**src/sv/pfv_pkg.sv**
```systemverilog
// Shared widths, codes and the CORDIC cell data type of the follow velocity block.
package pfv_pkg;

  localparam int unsigned XW = 43;
  localparam int unsigned ZW = 34;
  localparam int unsigned GAIN_W = 16;
  localparam int unsigned IN_TDATA_W = 64;
  localparam int unsigned OUT_TDATA_W = 64;
  localparam int unsigned CFG_IDX_W = 1;
  localparam int unsigned MAX_STAGES = 32;

  localparam logic [CFG_IDX_W-1:0] CFG_LINEAR_GAIN = 1'b0;
  localparam logic [CFG_IDX_W-1:0] CFG_ANGULAR_GAIN = 1'b1;

  typedef struct packed {
    logic signed [XW-1:0] x;
    logic signed [XW-1:0] y;
    logic signed [ZW-1:0] z;
    logic                 zero;
  } cell_data_t;

endpackage

```
**src/sv/pfv_prerot.sv**
```systemverilog
// Input stage: scales the offset and rotates left half-plane vectors by pi.
module pfv_prerot (
  input  logic                clk_i,
  input  logic                rst_ni,
  input  logic                in_valid_i,
  output logic                in_ready_o,
  input  logic [31:0]         offset_x_i,
  input  logic [31:0]         offset_y_i,
  output logic                out_valid_o,
  input  logic                out_ready_i,
  output pfv_pkg::cell_data_t out_data_o
);
  import pfv_pkg::*;

  localparam logic signed [ZW-1:0] AngPi = ZW'(64'd3373259426);

  logic       valid_q;
  cell_data_t data_q, data_d;
  logic signed [XW-1:0] xe, ye;

  always_comb begin
    xe = {{(XW-40){offset_x_i[31]}}, offset_x_i, 8'b0};
    ye = {{(XW-40){offset_y_i[31]}}, offset_y_i, 8'b0};
    data_d.zero = (offset_x_i == 32'd0) && (offset_y_i == 32'd0);
    if (offset_x_i[31]) begin
      data_d.x = -xe;
      data_d.y = -ye;
      data_d.z = offset_y_i[31] ? -AngPi : AngPi;
    end else begin
      data_d.x = xe;
      data_d.y = ye;
      data_d.z = '0;
    end
  end

  assign in_ready_o = !valid_q || out_ready_i;

  always_ff @(posedge clk_i or negedge rst_ni) begin
    if (!rst_ni) begin
      valid_q <= 1'b0;
    end else if (in_ready_o) begin
      valid_q <= in_valid_i;
    end
  end

  always_ff @(posedge clk_i) begin
    if (in_ready_o && in_valid_i) begin
      data_q <= data_d;
    end
  end

  assign out_valid_o = valid_q;
  assign out_data_o  = data_q;
endmodule

```
**config.mk**
```make
export PLATFORM = sky130hd
export DESIGN_NAME = pfv_prerot
export DESIGN_NICKNAME = d
export VERILOG_FILES = /design/src/sv/pfv_pkg.sv /design/src/sv/pfv_prerot.sv
export SDC_FILE = /design/constraint.sdc
export NUM_CORES = 1
export LEC_CHECK = 0
export BUFFER_PORTS_ARGS = -buffer_cell sky130_fd_sc_hd__clkbuf_2
export CORE_ASPECT_RATIO = 0.7
export CORE_MARGIN = 3
export CORE_UTILIZATION = 51
export DETAILED_ROUTE_END_ITERATION = 7
export PLACE_DENSITY_LB_ADDON = 0.05
export SETUP_SLACK_MARGIN = 0.5
export SYNTH_ARGS = -nofsm -noshare
export SYNTH_HDL_FRONTEND = slang
export SYNTH_SLANG_ARGS = --single-unit
export TNS_END_PERCENT = 100
```
**constraint.sdc**
```tcl
create_clock -name clk_i -period 6.9 [get_ports clk_i]
set_input_delay 0.69 -clock clk_i [delete_from_list [all_inputs] [get_ports clk_i]]
set_output_delay 0.69 -clock clk_i [all_outputs]
set_load 0.01 [all_outputs]
```
==> metrics.txt <==
half-perimeter wire length after placement about 7000 µm; core area between 0.007 and 0.008 mm²; number of port buffers between 150 and 200; clock-pin transition on the worst setup and hold timing paths approximately 60 ps; total negative slack 0 ps; routed len/inst about 16 µm; final hold violation count 0; mux contribution to synthesized area 0%; count of flip-flops with a built-in enable after synthesis between 70 and 80; endpoints failing setup 0; clock latency at the later pin of the worst-skew pair 330 ps; dominant combinational cell family by area after synthesis XOR/XNOR gates; worst min path class input port to async pin; FF+latch count, synth 75; row count 26; main area contributors after synthesis edfxtp_1 (53%), xnor2_1 (12%), buf_4 (8.5%), o31ai_1 (3.8%), o41ai_2 (3.1%); adder-cell area share of the yosys netlist 0.6022%; number of global-route vias before repair about 2900; antenna violations before repair 0; Syn. warnings 0; critical path endpoint category flop; Global Route Usage Sum between 20% and 30%; CTS HTree Levels 3; path type of the worst setup path input port to flop; count of cell types in the netlist 35; post-route DRC violation count 0; slew at the pin with the worst max-slew slack 971.6 ps; NumNets Final between 500 and 600; most frequent cell after synthesis edfxtp_1; number of antenna-violating nets in the routed design 0; netlist area before placement a little over 0.004 mm²; number of sinks driven by the clock tree 75; fraction of registers with async set or reset after synthesis 1.333%; number of iterations in the first detailed-routing pass 4; pwr/cell area around 230 mW/mm²; wire length of the first global-routing pass approximately 15000 µm; total gr overflow 0; setup repair after global routing missed its margin no; final antenna diode count 0; Worst Path Arrival between 2000 and 3000 ps; clock power share 36.8%; fin crit share 36.34%; average footprint of a synthesized cell roughly 12 µm²; area taken by flip-flops and latches about 0.0022 mm²; leading register cell type out of synthesis edfxtp_1; total wirelength of the detailed-routed design ~9600 µm; worst slew margin relative to its limit about a third; most numerous cell types in the synthesized netlist edfxtp_1 (74), xnor2_1 (58), buf_4 (47); share of synthesized area occupied by flip-flops and latches 54.08%; power spent charging and discharging nets 0.2999 mW; maximum count of clock buffers along a single path 2; switching power as a share of total power about a quarter; DRC marker count from the first detailed-route iteration 140; post-synthesis compound-gate area fraction 11.11%; top layer reached by signal wires met4; status finished, final reports clean; area taken by multi-input logic gates around 0.0016 mm²; buffers inserted by post-CTS timing repair 0; Power, Total 1.164 mW; clock root cell clkbuf_16; proportion of netlist area held by the largest area contributor a little over half; number of vias per cell after detailed routing between 5 and 6; max-capacitance violation count 0; Data required, critical path between 6000 and 7000 ps; area grow syn2layout 22.40%; initial core utilization 54.59%; Cells after DPL 570; fraction of synthesized cell area in xor and xnor cells around an eighth; Post-Synth Simple-Gate Area roughly 11%; filler cell count slightly above 600; final hold slack between 100 and 150 ps; final standard cell utilization of the core roughly two thirds; cell type with the largest total area after synthesis edfxtp_1; max-slew violations 0; WL met2 between 4000 and 5000 µm; leakage power total around 2.0 nW; Die Height slightly above 80 µm; CTS resizes 0; Min Clock Period, post-route about 2500 ps; clock tree from TritonCTS yes; wire length on met3 878 µm; cell internal power dissipation around 0.86 mW; crit path launch type input port; via count of the routed design between 3000 and 4000; final weighted congestion in routability-driven placement about 0.8; Max VDD drop ~0.13 mV; Cell Count, Final, Fillers Out between 500 and 600; instance count of the mapped netlist between 300 and 400; largest net degree at the start of global routing 75; share of total power in sequential cells a little under half; share of final-layout standard cells stronger than drive strength 1 slightly above 40%; relative contribution of combinational cells to total power 15.4%; biggest fanout along the worst timing path 14; die boundary width about 110 µm; FMAX 398.8 MHz; number of buffers created by CTS 9; final worst clock skew approximately 3.8 ps; number of buffers added to fix hold violations after cts 0; number of placed I/O pins around 190; routed length on met1 between 4000 and 5000 µm; full die area between 0.009 and 0.01 mm²
## per-layer routing
layer / vias to the layer above / global-route usage (%)
met1: 1464 / 26.79
met2: 147 / 32.84
met5: - / 0
met4: 0 / 5.457
met3: 8 / 6.259
li1: 1494 / -
## cell usage in the layout, fill, tap and decap left out, types with 6 or more instances in the layout
master,synthesis,routed
clkbuf_2,0,173
conb_1,1,20
or4_1,7,7
xnor2_1,58,58
o21ai_0,14,14
nand2_1,17,17
nand2b_1,8,8
nor3_1,7,7
o31ai_1,21,21
o41ai_1,11,11
nor4_1,8,8
clkbuf_16,0,9
or3_1,11,11
edfxtp_1,74,74
o41ai_2,8,8
nor2_1,6,6
## sequential cells by signal, summed over array words and instances, names as in the netlist
name         cells
out_valid_o      1
out_data_o      74
## metrics by stage
stage          worst slack [ps]  instance area, µm²
2_1_floorplan              3824                4227
3_3_place_gp               4143                4815
3_5_place_dp               4019                4815
4_1_cts                    4423                5086
5_1_grt                    4237                5086
6_report                   4392                5086
## critical path, stage by stage
cell      delay [ps]
clkbuf_2         120
nor4_1           510
nand3_1          530
o41ai_1          610
xnor2_1          110
## area by class of cell
class | instances | area share [%]
Inverter | 5 | 0.3690
Tap cell | 98 | 2.411
Clock inverter | 5 | 0.7626
Timing Repair Buffer | 174 | 17.17
Multi-Input combinational cell | 218 | 30.53
Clock buffer | 11 | 4.576
Sequential cell | 75 | 44.18
## power groups by stage
| stage | logic, mW | registers, mW | clock network [mW] |
|---|---|---|---|
| finish | 0.180 | 0.556 | 0.428 |
| global route | 0.197 | 0.559 | 0.459 |
| CTS | 0.181 | 0.557 | 0.438 |
| detailed placement | 0.181 | 0.566 | 0 |
| global placement | 0.178 | 0.565 | 0 |
| floorplan | 0.0963 | 0.582 | 0 |
## cell families (layout without fill, tap and decap cells)
group	Yosys count	count (layout)
compound gates	55	55
xor+xnor	59	59
fa+ha+maj	2	2
buf+inv	65	195
flops	75	75
other cells	1	20
simple gates	82	82
## final timing paths
kind	from	end	slack, ps	cells after the start
hold / removal	rst_ni	out_valid_o$_DFFE_PN0N_	130	1
min in group clk_i	out_valid_o$_DFFE_PN0N_	out_valid_o$_DFFE_PN0N_	560	2
setup / recovery	offset_x_i[10]	out_data_o[114]$_DFFE_PP_	4390	5
setup reg to reg	out_valid_o$_DFFE_PN0N_	out_data_o[57]$_DFFE_PP_	5180	2
max in group asynchronous	rst_ni	out_valid_o$_DFFE_PN0N_	6690	1
hold reg to reg	out_valid_o$_DFFE_PN0N_	out_valid_o$_DFFE_PN0N_	560	2
(Power assumes the default switching activity.)
