**config.mk**
```make
export PLATFORM = sky130hd
export DESIGN_NAME = pfv_cell
export DESIGN_NICKNAME = d
export VERILOG_FILES = /design/src/sv/pfv_pkg.sv /design/src/sv/pfv_cell.sv
export SDC_FILE = /design/constraint.sdc
export NUM_CORES = 1
export LEC_CHECK = 0
export BUFFER_PORTS_ARGS = -buffer_cell sky130_fd_sc_hd__buf_2
export CORE_MARGIN = 10
export CORE_UTILIZATION = 57
export DETAILED_ROUTE_END_ITERATION = 10
export GPL_TIMING_DRIVEN = 0
export PLACE_DENSITY_LB_ADDON = 0.12
export SLEW_MARGIN = 15
export SYNTH_ARGS = -nofsm -noshare
export SYNTH_HDL_FRONTEND = slang
export SYNTH_SLANG_ARGS = --single-unit
```
**constraint.sdc**
```tcl
create_clock -name clk_i -period 4.3 [get_ports clk_i]
set_input_delay 0.43 -clock clk_i [delete_from_list [all_inputs] [get_ports clk_i]]
set_output_delay 0.43 -clock clk_i [all_outputs]
set_load 0.03 [all_outputs]
```
**src/sv/pfv_pkg.sv**
```systemverilog
// Shared widths, codes and the CORDIC cell data type of the follow velocity block.
package pfv_pkg;

  localparam int unsigned XW = 43;
  localparam int unsigned ZW = 34;
  localparam int unsigned GAIN_W = 16;
  localparam int unsigned IN_TDATA_W = 64;
  localparam int unsigned OUT_TDATA_W = 64;
  localparam int unsigned CFG_IDX_W = 1;
  localparam int unsigned MAX_STAGES = 32;

  localparam logic [CFG_IDX_W-1:0] CFG_LINEAR_GAIN = 1'b0;
  localparam logic [CFG_IDX_W-1:0] CFG_ANGULAR_GAIN = 1'b1;

  typedef struct packed {
    logic signed [XW-1:0] x;
    logic signed [XW-1:0] y;
    logic signed [ZW-1:0] z;
    logic                 zero;
  } cell_data_t;

endpackage

```
**src/sv/pfv_cell.sv**
```systemverilog
// One CORDIC vectoring cell: a fixed shift, a rotation step and one pipeline register.
module pfv_cell #(
  parameter int unsigned IDX = 0
) (
  input  logic                clk_i,
  input  logic                rst_ni,
  input  logic                in_valid_i,
  output logic                in_ready_o,
  input  pfv_pkg::cell_data_t in_data_i,
  output logic                out_valid_o,
  input  logic                out_ready_i,
  output pfv_pkg::cell_data_t out_data_o
);
  import pfv_pkg::*;

  localparam logic [29:0] AtanTab [MAX_STAGES] = '{
    30'd843314857, 30'd497837829, 30'd263043836, 30'd133525159,
    30'd67021687,  30'd33543516,  30'd16775851,  30'd8388437,
    30'd4194283,   30'd2097149,   30'd1048576,   30'd524288,
    30'd262144,    30'd131072,    30'd65536,     30'd32768,
    30'd16384,     30'd8192,      30'd4096,      30'd2048,
    30'd1024,      30'd512,       30'd256,       30'd128,
    30'd64,        30'd32,        30'd16,        30'd8,
    30'd4,         30'd2,         30'd1,         30'd0
  };
  localparam logic signed [ZW-1:0] Atan = ZW'(AtanTab[IDX]);

  logic       valid_q;
  cell_data_t data_q, data_d;
  logic signed [XW-1:0] xs, ys;

  always_comb begin
    xs = in_data_i.x >>> IDX;
    ys = in_data_i.y >>> IDX;
    data_d.zero = in_data_i.zero;
    if (in_data_i.y > 0) begin
      data_d.x = in_data_i.x + ys;
      data_d.y = in_data_i.y - xs;
      data_d.z = in_data_i.z + Atan;
    end else begin
      data_d.x = in_data_i.x - ys;
      data_d.y = in_data_i.y + xs;
      data_d.z = in_data_i.z - Atan;
    end
  end

  assign in_ready_o = !valid_q || out_ready_i;

  always_ff @(posedge clk_i or negedge rst_ni) begin
    if (!rst_ni) begin
      valid_q <= 1'b0;
    end else if (in_ready_o) begin
      valid_q <= in_valid_i;
    end
  end

  always_ff @(posedge clk_i) begin
    if (in_ready_o && in_valid_i) begin
      data_q <= data_d;
    end
  end

  assign out_valid_o = valid_q;
  assign out_data_o  = data_q;
endmodule

```
==> out/qor.txt <==
Highest routed layer -> met5
Routed wire per std cell -> 22.3 µm
Kind of start point of the critical path -> primary input
Post-placement cell count -> 2024
Clk Latency, worst-skew pair -> 0.43 ns
Proportion of layout cells with a drive suffix above 1 -> 0.189
Total routing resource utilization after global routing -> 0.308
Max-slew headroom -> 0.217
Number of violations reported at the end of detailed-routing iteration 0 -> 1540
Maximum operating frequency -> 244 MHz
Average vias per placed instance -> 6.23
Data arrival time of the worst path -> 4.27 ns
Max_cap viols -> 0
Peak supply drop -> 275 µV
Number of setup violations in the final report -> 0
WS Path Type -> in -> reg
Area of the die -> 28400 µm²
Post-detail-place hpwl -> 35.9 mm
Fin crit share -> 0.954
Clk buf depth -> 2
Prevailing post-synth register cell -> edfxtp_1
Slew Limit Fails -> 0
H-tree depth -> 4
Pin count of the biggest net entering global routing -> 46
Leak -> 6.68 nW
Total core area -> 21800 µm²
Maximum fanout encountered on the critical timing path -> 33
Cell at the root of the clock tree -> clkbuf_16
Number of synthesized register bits -> 121
Clock sink count -> 121
Final wirelength -> 46.0 mm
Synth-to-Final Area Change -> 19.0%
Fraction of the yosys area taken by sequential cells -> 0.289
Number of top-level pins -> 248
CTS tree -> done
CTS buffer count -> 17
Row cnt -> 54
Die H -> 169 µm
Async SR Flop Fraction -> 0.00826
Post-Synthesis Mean Instance Area -> 8.41 µm²
Ratio of total power to cell area -> 344 nW/µm²
Min Clock Period, post-route -> 4.10 ns
Total gr overflow -> 0
Die width -> 169 µm
Starting Density -> 0.578
TritonRoute pass-1 iters -> 6
Synthesized Nets -> 1782
Mapped Area -> 12600 µm²
Req. time, crit path -> 4.47 ns
Wire length of the first global-routing pass -> 70.1 mm
Initial antenna violation count -> 4
Number of filler cells placed in the layout -> 1794
Placer's final routability congestion estimate -> 1.00
WL met3 -> 4.40 mm
Post-synth cell types -> 82
M1 wire length -> 18.8 mm
Min Hold Slack -> 0.177 ns
DR DRC count -> 0
Number of failing hold endpoints at the final stage -> 0
EDFF count, synth -> 120
Antenna-violating nets left -> 0
Measured slew at the worst slew-check pin -> 1.17 ns
Buffers added on ports -> 247
Final cell count without fillers -> 2058
Endpoint class of the critical path -> register
Total vias in the final route -> 12828
Worst min-delay path class -> in -> reg
Yosys Warn Count -> 0
Via count of the first global-routing pass -> 12596
Clock-pin transition on the worst setup and hold timing paths -> 0.06 ns
Setup repair after global routing missed its margin -> false
Post-Synthesis Cells -> 1495
Layout Skew -> 0.0100 ns
Net count, final -> 2049
Run status -> finished clean
Wire length on met2 -> 20.8 mm
per-layer routing:
metal | global-route usage | up-vias
met1 | 0.390 | 5967
met3 | 0.0706 | 142
met5 | 0 | -
met2 | 0.495 | 776
met4 | 0.127 | 2
li1 | - | 5941
cells in the mapped netlist, types with 11 or more instances:
library cell / n / share of area
buf_2: 15 / 0.0060
nor2b_1: 11 / 0.0055
nor3_1: 27 / 0.011
a31oi_1: 11 / 0.0055
xnor2_1: 92 / 0.064
nor2_1: 133 / 0.040
edfxtp_1: 120 / 0.29
xor2_1: 21 / 0.015
o31ai_1: 13 / 0.0078
nor4_1: 19 / 0.0095
o21bai_1: 36 / 0.021
o21ai_0: 93 / 0.037
inv_1: 141 / 0.042
o21ai_1: 14 / 0.0056
nand2b_1: 16 / 0.0080
ha_1: 158 / 0.16
nand3_1: 12 / 0.0048
nand2_1: 78 / 0.023
nand4_1: 30 / 0.015
clkbuf_1: 36 / 0.011
a21o_1: 37 / 0.022
mux2i_1: 19 / 0.015
a21oi_1: 211 / 0.084
flip-flops by register name, indices dropped and copies added (netlist names):
name,count
out_valid_o,1
out_data_o,120
through the flow:
step | power, mW | worst slack [ns] | area (µm²) | TNS, ns | util
after CTS | 5.10 | 0.0606 | 14900 | 0 | 0.686
after floorplan | 2.93 | 0.0305 | 12600 | 0 | -
after detailed placement | 3.52 | -1.62 | 14200 | -23.46 | 0.653
final | 5.15 | 0.197 | 15000 | 0 | 0.688
after global routing | 5.36 | 0.0375 | 15000 | 0 | 0.687
after global placement | 3.49 | -1.89 | 14200 | -103.92 | 0.651
worst paths after layout:
path / startpoint / endpoint / slack (ns) / depth (start not counted)
min in group asynchronous: rst_ni / out_valid_o / 0.31 / 2
max reg2reg: out_valid_o / out_data_o[88] / 2.57 / 3
min reg2reg: out_valid_o / out_valid_o / 0.63 / 2
max in group asynchronous: rst_ni / out_valid_o / 3.91 / 2
max: in_data_i[60] / out_data_o[33] / 0.20 / 17
min: in_data_i[0] / out_data_o[0] / 0.18 / 1
what timing repair did:
action,in CTS,in global routing
resized for setup,14,8
setup buffers,0,0
endpoints found under the setup margin,22,8
hold buffers,1,0
hold endpoints to repair,1,0
kinds of logic after synthesis:
family | synth area share
buffers and inverters | 0.0642
adder cells (fa/ha/maj) | 0.164
XOR/XNOR | 0.0787
multiplexers | 0.0151
AND/OR/NAND/NOR | 0.135
flip-flops | 0.289
AO/OA/AOI/OAI | 0.255
layout make-up:
| cell class | count | area (µm²) | share of cell area |
|---|---|---|---|
| Multi-Input combinational cell | 1168 | 8240 | 0.551 |
| Antenna cell | 3 | 7.51 | 0.000502 |
| Sequential cell | 121 | 3630 | 0.243 |
| Timing Repair Buffer | 250 | 1290 | 0.0860 |
| Clock inverter | 14 | 194 | 0.0130 |
| Clock buffer | 18 | 429 | 0.0287 |
| Buffer | 59 | 277 | 0.0185 |
| Tap cell | 280 | 350 | 0.0234 |
| Inverter | 145 | 549 | 0.0367 |
placed cells by master (no fill, tap or decap), drive strengths merged, types with 11 or more instances in the layout:
master    n
a21o     37
a21oi   212
xnor2    92
o31ai    13
nand4    30
a211oi   12
a31oi    11
xor2     21
nor4     20
nor3     27
mux2i    19
buf     274
nor2    134
o21bai   38
nor2b    11
nand2b   16
ha      158
inv     147
nand2    78
o21ai   108
edfxtp  120
nand3    12
clkbuf   52
critical path, cell delays in order:
cell	delay [ns]
buf_2	0.17
nor4_4	0.36
nand3_1	0.21
nor3_1	0.22
or2_4	0.24
inv_6	0.16
fa_1	0.45
nor2b_1	0.19
o31ai_2	0.11
a211oi_2	0.32
o21ai_2	0.14
o31ai_2	0.31
a31oi_2	0.19
o21ai_0	0.22
a21oi_1	0.14
o31ai_1	0.27
xor2_1	0.12
power breakdown:
group | switching (mW) | internal, mW
Combinational | 1.35 | 0.674
Sequential | 0.0363 | 1.51
Clock | 0.609 | 0.974
No activity file was read; power rests on OpenSTA's default activity.
