$ cat config.mk
export PLATFORM = sky130hd
export DESIGN_NAME = pfv_post
export DESIGN_NICKNAME = d
export VERILOG_FILES = /design/src/sv/pfv_pkg.sv /design/src/sv/pfv_post.sv
export SDC_FILE = /design/constraint.sdc
export NUM_CORES = 2
export LEC_CHECK = 0
export BUFFER_PORTS_ARGS = -buffer_cell sky130_fd_sc_hd__buf_2
export CAP_MARGIN = 10
export CORE_UTILIZATION = 29
export CTS_CLUSTER_DIAMETER = 40
export DETAILED_ROUTE_END_ITERATION = 10
export GPL_TIMING_DRIVEN = 0
export PLACE_DENSITY_LB_ADDON = 0.25
export SYNTH_ARGS = -nofsm -noshare
export SYNTH_HDL_FRONTEND = slang
export SYNTH_SLANG_ARGS = --single-unit
$ cat constraint.sdc
create_clock -name clk_i -period 14.4 [get_ports clk_i]
set_clock_uncertainty 0.1 [all_clocks]
set_input_delay 1.44 -clock clk_i [delete_from_list [all_inputs] [get_ports clk_i]]
set_output_delay 1.44 -clock clk_i [all_outputs]
set_load 0.005 [all_outputs]
$ cat src/sv/pfv_pkg.sv
// Shared widths, codes and the CORDIC cell data type of the follow velocity block.
package pfv_pkg;

  localparam int unsigned XW = 43;
  localparam int unsigned ZW = 34;
  localparam int unsigned GAIN_W = 16;
  localparam int unsigned IN_TDATA_W = 64;
  localparam int unsigned OUT_TDATA_W = 64;
  localparam int unsigned CFG_IDX_W = 1;
  localparam int unsigned MAX_STAGES = 32;

  localparam logic [CFG_IDX_W-1:0] CFG_LINEAR_GAIN = 1'b0;
  localparam logic [CFG_IDX_W-1:0] CFG_ANGULAR_GAIN = 1'b1;

  typedef struct packed {
    logic signed [XW-1:0] x;
    logic signed [XW-1:0] y;
    logic signed [ZW-1:0] z;
    logic                 zero;
  } cell_data_t;

endpackage

$ cat src/sv/pfv_post.sv
// Output pipeline: gain compensation, gain scaling, rounding, saturation and output register.
module pfv_post (
  input  logic                        clk_i,
  input  logic                        rst_ni,
  input  logic                        in_valid_i,
  output logic                        in_ready_o,
  input  pfv_pkg::cell_data_t         in_data_i,
  input  logic [pfv_pkg::GAIN_W-1:0]  linear_gain_i,
  input  logic [pfv_pkg::GAIN_W-1:0]  angular_gain_i,
  output logic                        out_valid_o,
  input  logic                        out_ready_i,
  output logic [30:0]                 forward_speed_o,
  output logic [31:0]                 turn_rate_o,
  output logic                        saturated_o
);
  import pfv_pkg::*;

  localparam int unsigned MW  = XW - 8;
  localparam int unsigned DPW = MW + 30;
  localparam int unsigned DW  = DPW - 30;
  localparam int unsigned SPW = DW + GAIN_W;
  localparam int unsigned SW  = SPW - 8;
  localparam int unsigned TPW = ZW + GAIN_W + 1;
  localparam logic [29:0] KInv = 30'd652032874;
  localparam logic signed [TPW-1:0] TurnRound = TPW'(64'd2097152);
  localparam logic [DPW-1:0] DistRound = DPW'(64'd536870912);

  logic v1_q, v2_q, v3_q, v4_q, v5_q;
  logic a1, a2, a3, a4, a5;

  logic [MW-1:0]           mag1_q, mag1_d;
  logic signed [TPW-1:0]   tprod1_q, tprod1_d;
  logic signed [ZW-1:0]    zsel;
  logic [XW-1:0]           xsum;
  logic [DPW-1:0]          dprod2_q;
  logic signed [TPW-1:0]   tsum, tfull;
  logic [31:0]             turn2_q, turn2_d, turn3_q, turn4_q;
  logic                    tsat2_q, tsat2_d, tsat3_q, tsat4_q;
  logic [DW-1:0]           dist3_q;
  logic [SPW-1:0]          sprod4_q;
  logic [SW-1:0]           spd;
  logic [30:0]             speed5_q;
  logic [31:0]             turn5_q;
  logic                    sat5_q;

  assign a5 = !v5_q || out_ready_i;
  assign a4 = !v4_q || a5;
  assign a3 = !v3_q || a4;
  assign a2 = !v2_q || a3;
  assign a1 = !v1_q || a2;
  assign in_ready_o = a1;

  always_ff @(posedge clk_i or negedge rst_ni) begin
    if (!rst_ni) begin
      v1_q <= 1'b0;
      v2_q <= 1'b0;
      v3_q <= 1'b0;
      v4_q <= 1'b0;
      v5_q <= 1'b0;
    end else begin
      if (a1) v1_q <= in_valid_i;
      if (a2) v2_q <= v1_q;
      if (a3) v3_q <= v2_q;
      if (a4) v4_q <= v3_q;
      if (a5) v5_q <= v4_q;
    end
  end

  always_comb begin
    xsum = $unsigned(in_data_i.x) + XW'(128);
    if (in_data_i.zero || in_data_i.x <= 0) begin
      mag1_d = '0;
    end else begin
      mag1_d = MW'(xsum >> 8);
    end
    zsel = in_data_i.zero ? '0 : in_data_i.z;
    tprod1_d = zsel * $signed({1'b0, angular_gain_i});
  end

  always_comb begin
    tsum  = tprod1_q + TurnRound;
    tfull = tsum >>> 22;
    if (tfull[TPW-1:31] == '0 || tfull[TPW-1:31] == '1) begin
      turn2_d = tfull[31:0];
      tsat2_d = 1'b0;
    end else begin
      turn2_d = tfull[TPW-1] ? 32'h8000_0000 : 32'h7FFF_FFFF;
      tsat2_d = 1'b1;
    end
  end

  assign spd = SW'((sprod4_q + SPW'(128)) >> 8);

  always_ff @(posedge clk_i) begin
    if (a1 && in_valid_i) begin
      mag1_q   <= mag1_d;
      tprod1_q <= tprod1_d;
    end
    if (a2 && v1_q) begin
      dprod2_q <= DPW'(mag1_q) * DPW'(KInv);
      turn2_q  <= turn2_d;
      tsat2_q  <= tsat2_d;
    end
    if (a3 && v2_q) begin
      dist3_q <= DW'((dprod2_q + DistRound) >> 30);
      turn3_q <= turn2_q;
      tsat3_q <= tsat2_q;
    end
    if (a4 && v3_q) begin
      sprod4_q <= SPW'(dist3_q) * SPW'(linear_gain_i);
      turn4_q  <= turn3_q;
      tsat4_q  <= tsat3_q;
    end
    if (a5 && v4_q) begin
      if (spd > SW'(32'h7FFF_FFFF)) begin
        speed5_q <= 31'h7FFF_FFFF;
        sat5_q   <= 1'b1;
      end else begin
        speed5_q <= spd[30:0];
        sat5_q   <= tsat4_q;
      end
      turn5_q <= turn4_q;
    end
  end

  assign out_valid_o     = v5_q;
  assign forward_speed_o = speed5_q;
  assign turn_rate_o     = turn5_q;
  assign saturated_o     = sat5_q;
endmodule

==> flow_summary_export.csv <==
group,metric,value,unit
status,run_status,"completed",
placed_design,hpwlAfterDp,163000,µm
die,io_pins,223,
yosys,sequential_fraction_of_the_synthesis_area,0.147,
timing,period_needed,10080,ps
clock_network,cts-buffers-inserted,69,
drt,route.antenna.remaining_nets,0,
die,placement_row_count,176,
placed_design,dp.cells,9997,
setup_path,worstSetupEndpointType,"flop",
setup_path,cp_data_arrival_time,10430,ps
setup_path,critical_path_peak_fanout,10,
drt,post_drt_wl_per_cell,18.7,µm
yosys,synth.avg_cell_area,9.96,µm²
final_layout,layout-area-overhead-vs-synth,10.6,%
clock_network,cts_resized,0,
clock_network,cts_tree,"done",
timing,rsz0062_at_grt,"false",
clock_network,clock_sinks,333,
timing,setup_viol_count_final,0,
drt,vias,45600,
timing,postLayoutSetupSlackWorst,4320,ps
final_layout,most_frequent_standard_cell_in_the_layout_excluding_fill_and_tap_cells,"sky130_fd_sc_hd__inv_1",
yosys,area_contributors_post_synth,"sky130_fd_sc_hd__fa_1 44%, sky130_fd_sc_hd__edfxtp_1 15%, sky130_fd_sc_hd__ha_1 11%, sky130_fd_sc_hd__inv_1 10%, sky130_fd_sc_hd__nand2_1 4.8%",
timing,layout_worst_path_cycle_share,0.700,
placed_design,placement.io_buffers,170,
yosys,synthesis.area,67700,µm²
global_route,grt_pass1_vias,50100,
drt,remaining_drc_errors,0,
yosys,synth-warning-count,0,
final_layout,nFillCells,23800,
timing,fmax,99.2,MHz
die,die_area,235000,µm²
timing,worst_pin_slew,1060,ps
clock_network,clock_tree.htree_level_count,3,
placed_design,gpl.final_weighted_congestion,0.898,
placed_design,dp_slack,3420,ps
clock_network,total_of_hold_buffers_inserted_after_clock_tree_synthesis,0,
yosys,ys_seq_elements,333,
global_route,grt_pass1_wl,296000,µm
drt,drt_first_pass_iters,5,
yosys,ys_async_sr_fraction,0.0150,
final_layout,layout_common_cells,"1845 x sky130_fd_sc_hd__inv_1, 1479 x sky130_fd_sc_hd__fa_1, 870 x sky130_fd_sc_hd__nand2_1, 615 x sky130_fd_sc_hd__ha_1, 386 x sky130_fd_sc_hd__and2_1",
clock_network,cts_buffer_depth,3,
timing,maxSlewViolCount,0,
die,die_w,485,µm
die,design.core.area,231000,µm²
clock_network,cts_root_buf,"sky130_fd_sc_hd__clkbuf_16",
yosys,yosys_most_used_dff,"sky130_fd_sc_hd__edfxtp_1",
clock_network,worstSkewPairLatency,690,ps
die,die_height,485,µm
drt,via_density_per_instance,4.50,
global_route,antenna_violations_before_repair,23,
drt,detail_route.iter0.violations,2509,
yosys,yosysTopAreaCellShare,0.437,
timing,relSlewSlack,0.295,
yosys,yosysUniqueCellTypes,71,
global_route,grt_max_degree,60,
yosys,syn_inst_count,6793,
final_layout,net_count_of_the_finished_layout,9293,
die,initial_utilization,0.293,
yosys,synth_edf_count,328,
yosys,synthesis.nets,9044,
timing,tns,0,ps
global_route,grt_overflow_total,0,
final_layout,finish.cell_count_without_fillers,10100,
global_route,track_usage,0.165,
setup_path,critical_path_required,14750,ps
clock_network,clk_transition_reported_paths,50,ps
min_path,holdCritPathClass,"reg -> reg",
setup_path,critical_path_class,"in -> reg",
clock_network,postCtsSetupRepairBufs,0,
yosys,synth_area_leader_cell,"sky130_fd_sc_hd__fa_1",
final_layout,post_route_cells_drive_above_1_share,0.0456,
timing,timing.final.hold_violations,0,
setup_path,critPathLaunchType,"input pin",
drt,route.final.wire_length,189000,µm
flow_run,max_cap_viol_count,0,
[registers in the layout (all words and copies together), names as in the netlist]
signal and cells:
turn4_q 29, sprod4_q 44, dist3_q 35, turn_rate_o 29
out_valid_o 1, v2_q 1, turn2_q 29, v1_q 1
forward_speed_o 31, dprod2_q 36, v3_q 1, mag1_q 35
v4_q 1, turn3_q 29, tprod1_q 30, saturated_o 1
[worst paths after layout]
path / depth (start not counted) / slack, ps / start / to
worst min register to register: 0 / 290 / turn4_q[0] / turn_rate_o[0]
max in group asynchronous: 1 / 13580 / rst_ni / v3_q
min in group asynchronous: 1 / 460 / rst_ni / v1_q
worst max-delay path: 28 / 4320 / in_data_i[0] / tprod1_q[49]
worst max register to register: 24 / 5440 / mag1_q[11] / dprod2_q[61]
worst min-delay path: 0 / 290 / turn4_q[0] / turn_rate_o[0]
[cell usage after synthesis (3+ instances only)]
master,count
sky130_fd_sc_hd__a21boi_0,6
sky130_fd_sc_hd__o21a_1,6
sky130_fd_sc_hd__o21ai_0,54
sky130_fd_sc_hd__a31o_2,6
sky130_fd_sc_hd__a21oi_1,142
sky130_fd_sc_hd__o211ai_1,7
sky130_fd_sc_hd__clkbuf_1,188
sky130_fd_sc_hd__or4_1,3
sky130_fd_sc_hd__a221o_1,3
sky130_fd_sc_hd__nand4_1,45
sky130_fd_sc_hd__inv_1,1845
sky130_fd_sc_hd__a221oi_1,8
sky130_fd_sc_hd__buf_6,3
sky130_fd_sc_hd__nor4_1,13
sky130_fd_sc_hd__a2111oi_0,4
sky130_fd_sc_hd__nor3b_1,3
sky130_fd_sc_hd__o21bai_1,20
sky130_fd_sc_hd__nor2_1,115
sky130_fd_sc_hd__nand2_1,870
sky130_fd_sc_hd__xnor2_1,140
sky130_fd_sc_hd__nor3_1,28
sky130_fd_sc_hd__fa_1,1479
sky130_fd_sc_hd__xor2_1,95
sky130_fd_sc_hd__a31oi_1,10
sky130_fd_sc_hd__nand3_1,77
sky130_fd_sc_hd__mux2i_1,3
sky130_fd_sc_hd__dfrtp_1,5
sky130_fd_sc_hd__and3_1,46
sky130_fd_sc_hd__ha_1,615
sky130_fd_sc_hd__o2111ai_1,4
sky130_fd_sc_hd__buf_4,3
sky130_fd_sc_hd__and2_1,390
sky130_fd_sc_hd__or2_2,5
sky130_fd_sc_hd__a311oi_1,3
sky130_fd_sc_hd__a211oi_1,7
sky130_fd_sc_hd__nand2b_1,20
sky130_fd_sc_hd__o31ai_1,5
sky130_fd_sc_hd__or3_1,5
sky130_fd_sc_hd__nor2b_1,59
sky130_fd_sc_hd__edfxtp_1,328
sky130_fd_sc_hd__o22ai_1,6
sky130_fd_sc_hd__a211o_1,4
sky130_fd_sc_hd__a21o_1,68
sky130_fd_sc_hd__and4_1,12
[kinds of logic (layout without fill, tap and decap cells)]
family,count (synthesis),count (layout),share of synthesized area
XOR/XNOR,235,235,0.0304
adder cells (fa/ha/maj),2094,2094,0.551
AO/OA/AOI/OAI,384,384,0.0364
other,0,5,0
buffers and inverters,2041,2347,0.114
flip-flops,333,333,0.147
AND/OR/NAND/NOR,1703,1703,0.121
multiplexers,3,3,0.000444
[routing by layer]
layer / up-vias / track usage / share of wire
li1: 20800 / - / -
met1: 23400 / 0.225 / 0.45
met2: 1199 / 0.271 / 0.47
met3: 273 / 0.0279 / 0.056
met4: 20 / 0.0401 / 0.024
met5: - / 0 / 0.00059
[cell type report]
type / count / area (µm²) / area share
Antenna cell: 5 / 12.5 / 0.000167
Buffer: 195 / 767 / 0.0102
Clock buffer: 83 / 1780 / 0.0238
Clock inverter: 45 / 572 / 0.00764
Inverter: 1846 / 6930 / 0.0926
Multi-Input combinational cell: 4419 / 50000 / 0.668
Sequential cell: 333 / 9970 / 0.133
Tap cell: 3026 / 3790 / 0.0506
Timing Repair Buffer: 178 / 1010 / 0.0135
[worst max-delay path, stage by stage]
cell and delay (ps):
sky130_fd_sc_hd__clkbuf_1 170, sky130_fd_sc_hd__clkbuf_1 300, sky130_fd_sc_hd__nor2b_1 830, sky130_fd_sc_hd__clkbuf_1 590
sky130_fd_sc_hd__nand2_1 170, sky130_fd_sc_hd__fa_1 560, sky130_fd_sc_hd__inv_1 50, sky130_fd_sc_hd__fa_1 470
sky130_fd_sc_hd__inv_1 50, sky130_fd_sc_hd__fa_1 500, sky130_fd_sc_hd__inv_1 60, sky130_fd_sc_hd__fa_1 530
sky130_fd_sc_hd__inv_1 50, sky130_fd_sc_hd__fa_1 490, sky130_fd_sc_hd__inv_1 60, sky130_fd_sc_hd__fa_1 450
sky130_fd_sc_hd__ha_1 250, sky130_fd_sc_hd__a21oi_1 170, sky130_fd_sc_hd__o21ai_0 150, sky130_fd_sc_hd__a2111oi_1 360
sky130_fd_sc_hd__buf_2 240, sky130_fd_sc_hd__o211ai_1 380, sky130_fd_sc_hd__a221oi_2 940, sky130_fd_sc_hd__a21oi_1 340
sky130_fd_sc_hd__a41oi_1 390, sky130_fd_sc_hd__nand2b_1 130, sky130_fd_sc_hd__a21oi_1 190, sky130_fd_sc_hd__xnor2_1 70
[stage by stage]
stage               hold WS (ps)  cell area [µm²]  utilization
floorplan                    300            67700            -
global placement             306            72300        0.313
detailed placement           305            72500        0.314
CTS                          283            74900        0.324
global route                 291            74900        0.324
finish                       292            74900        0.324
Power is not shown: default switching activity piles up to over one toggle a cycle in this logic, so the estimate is an artifact.
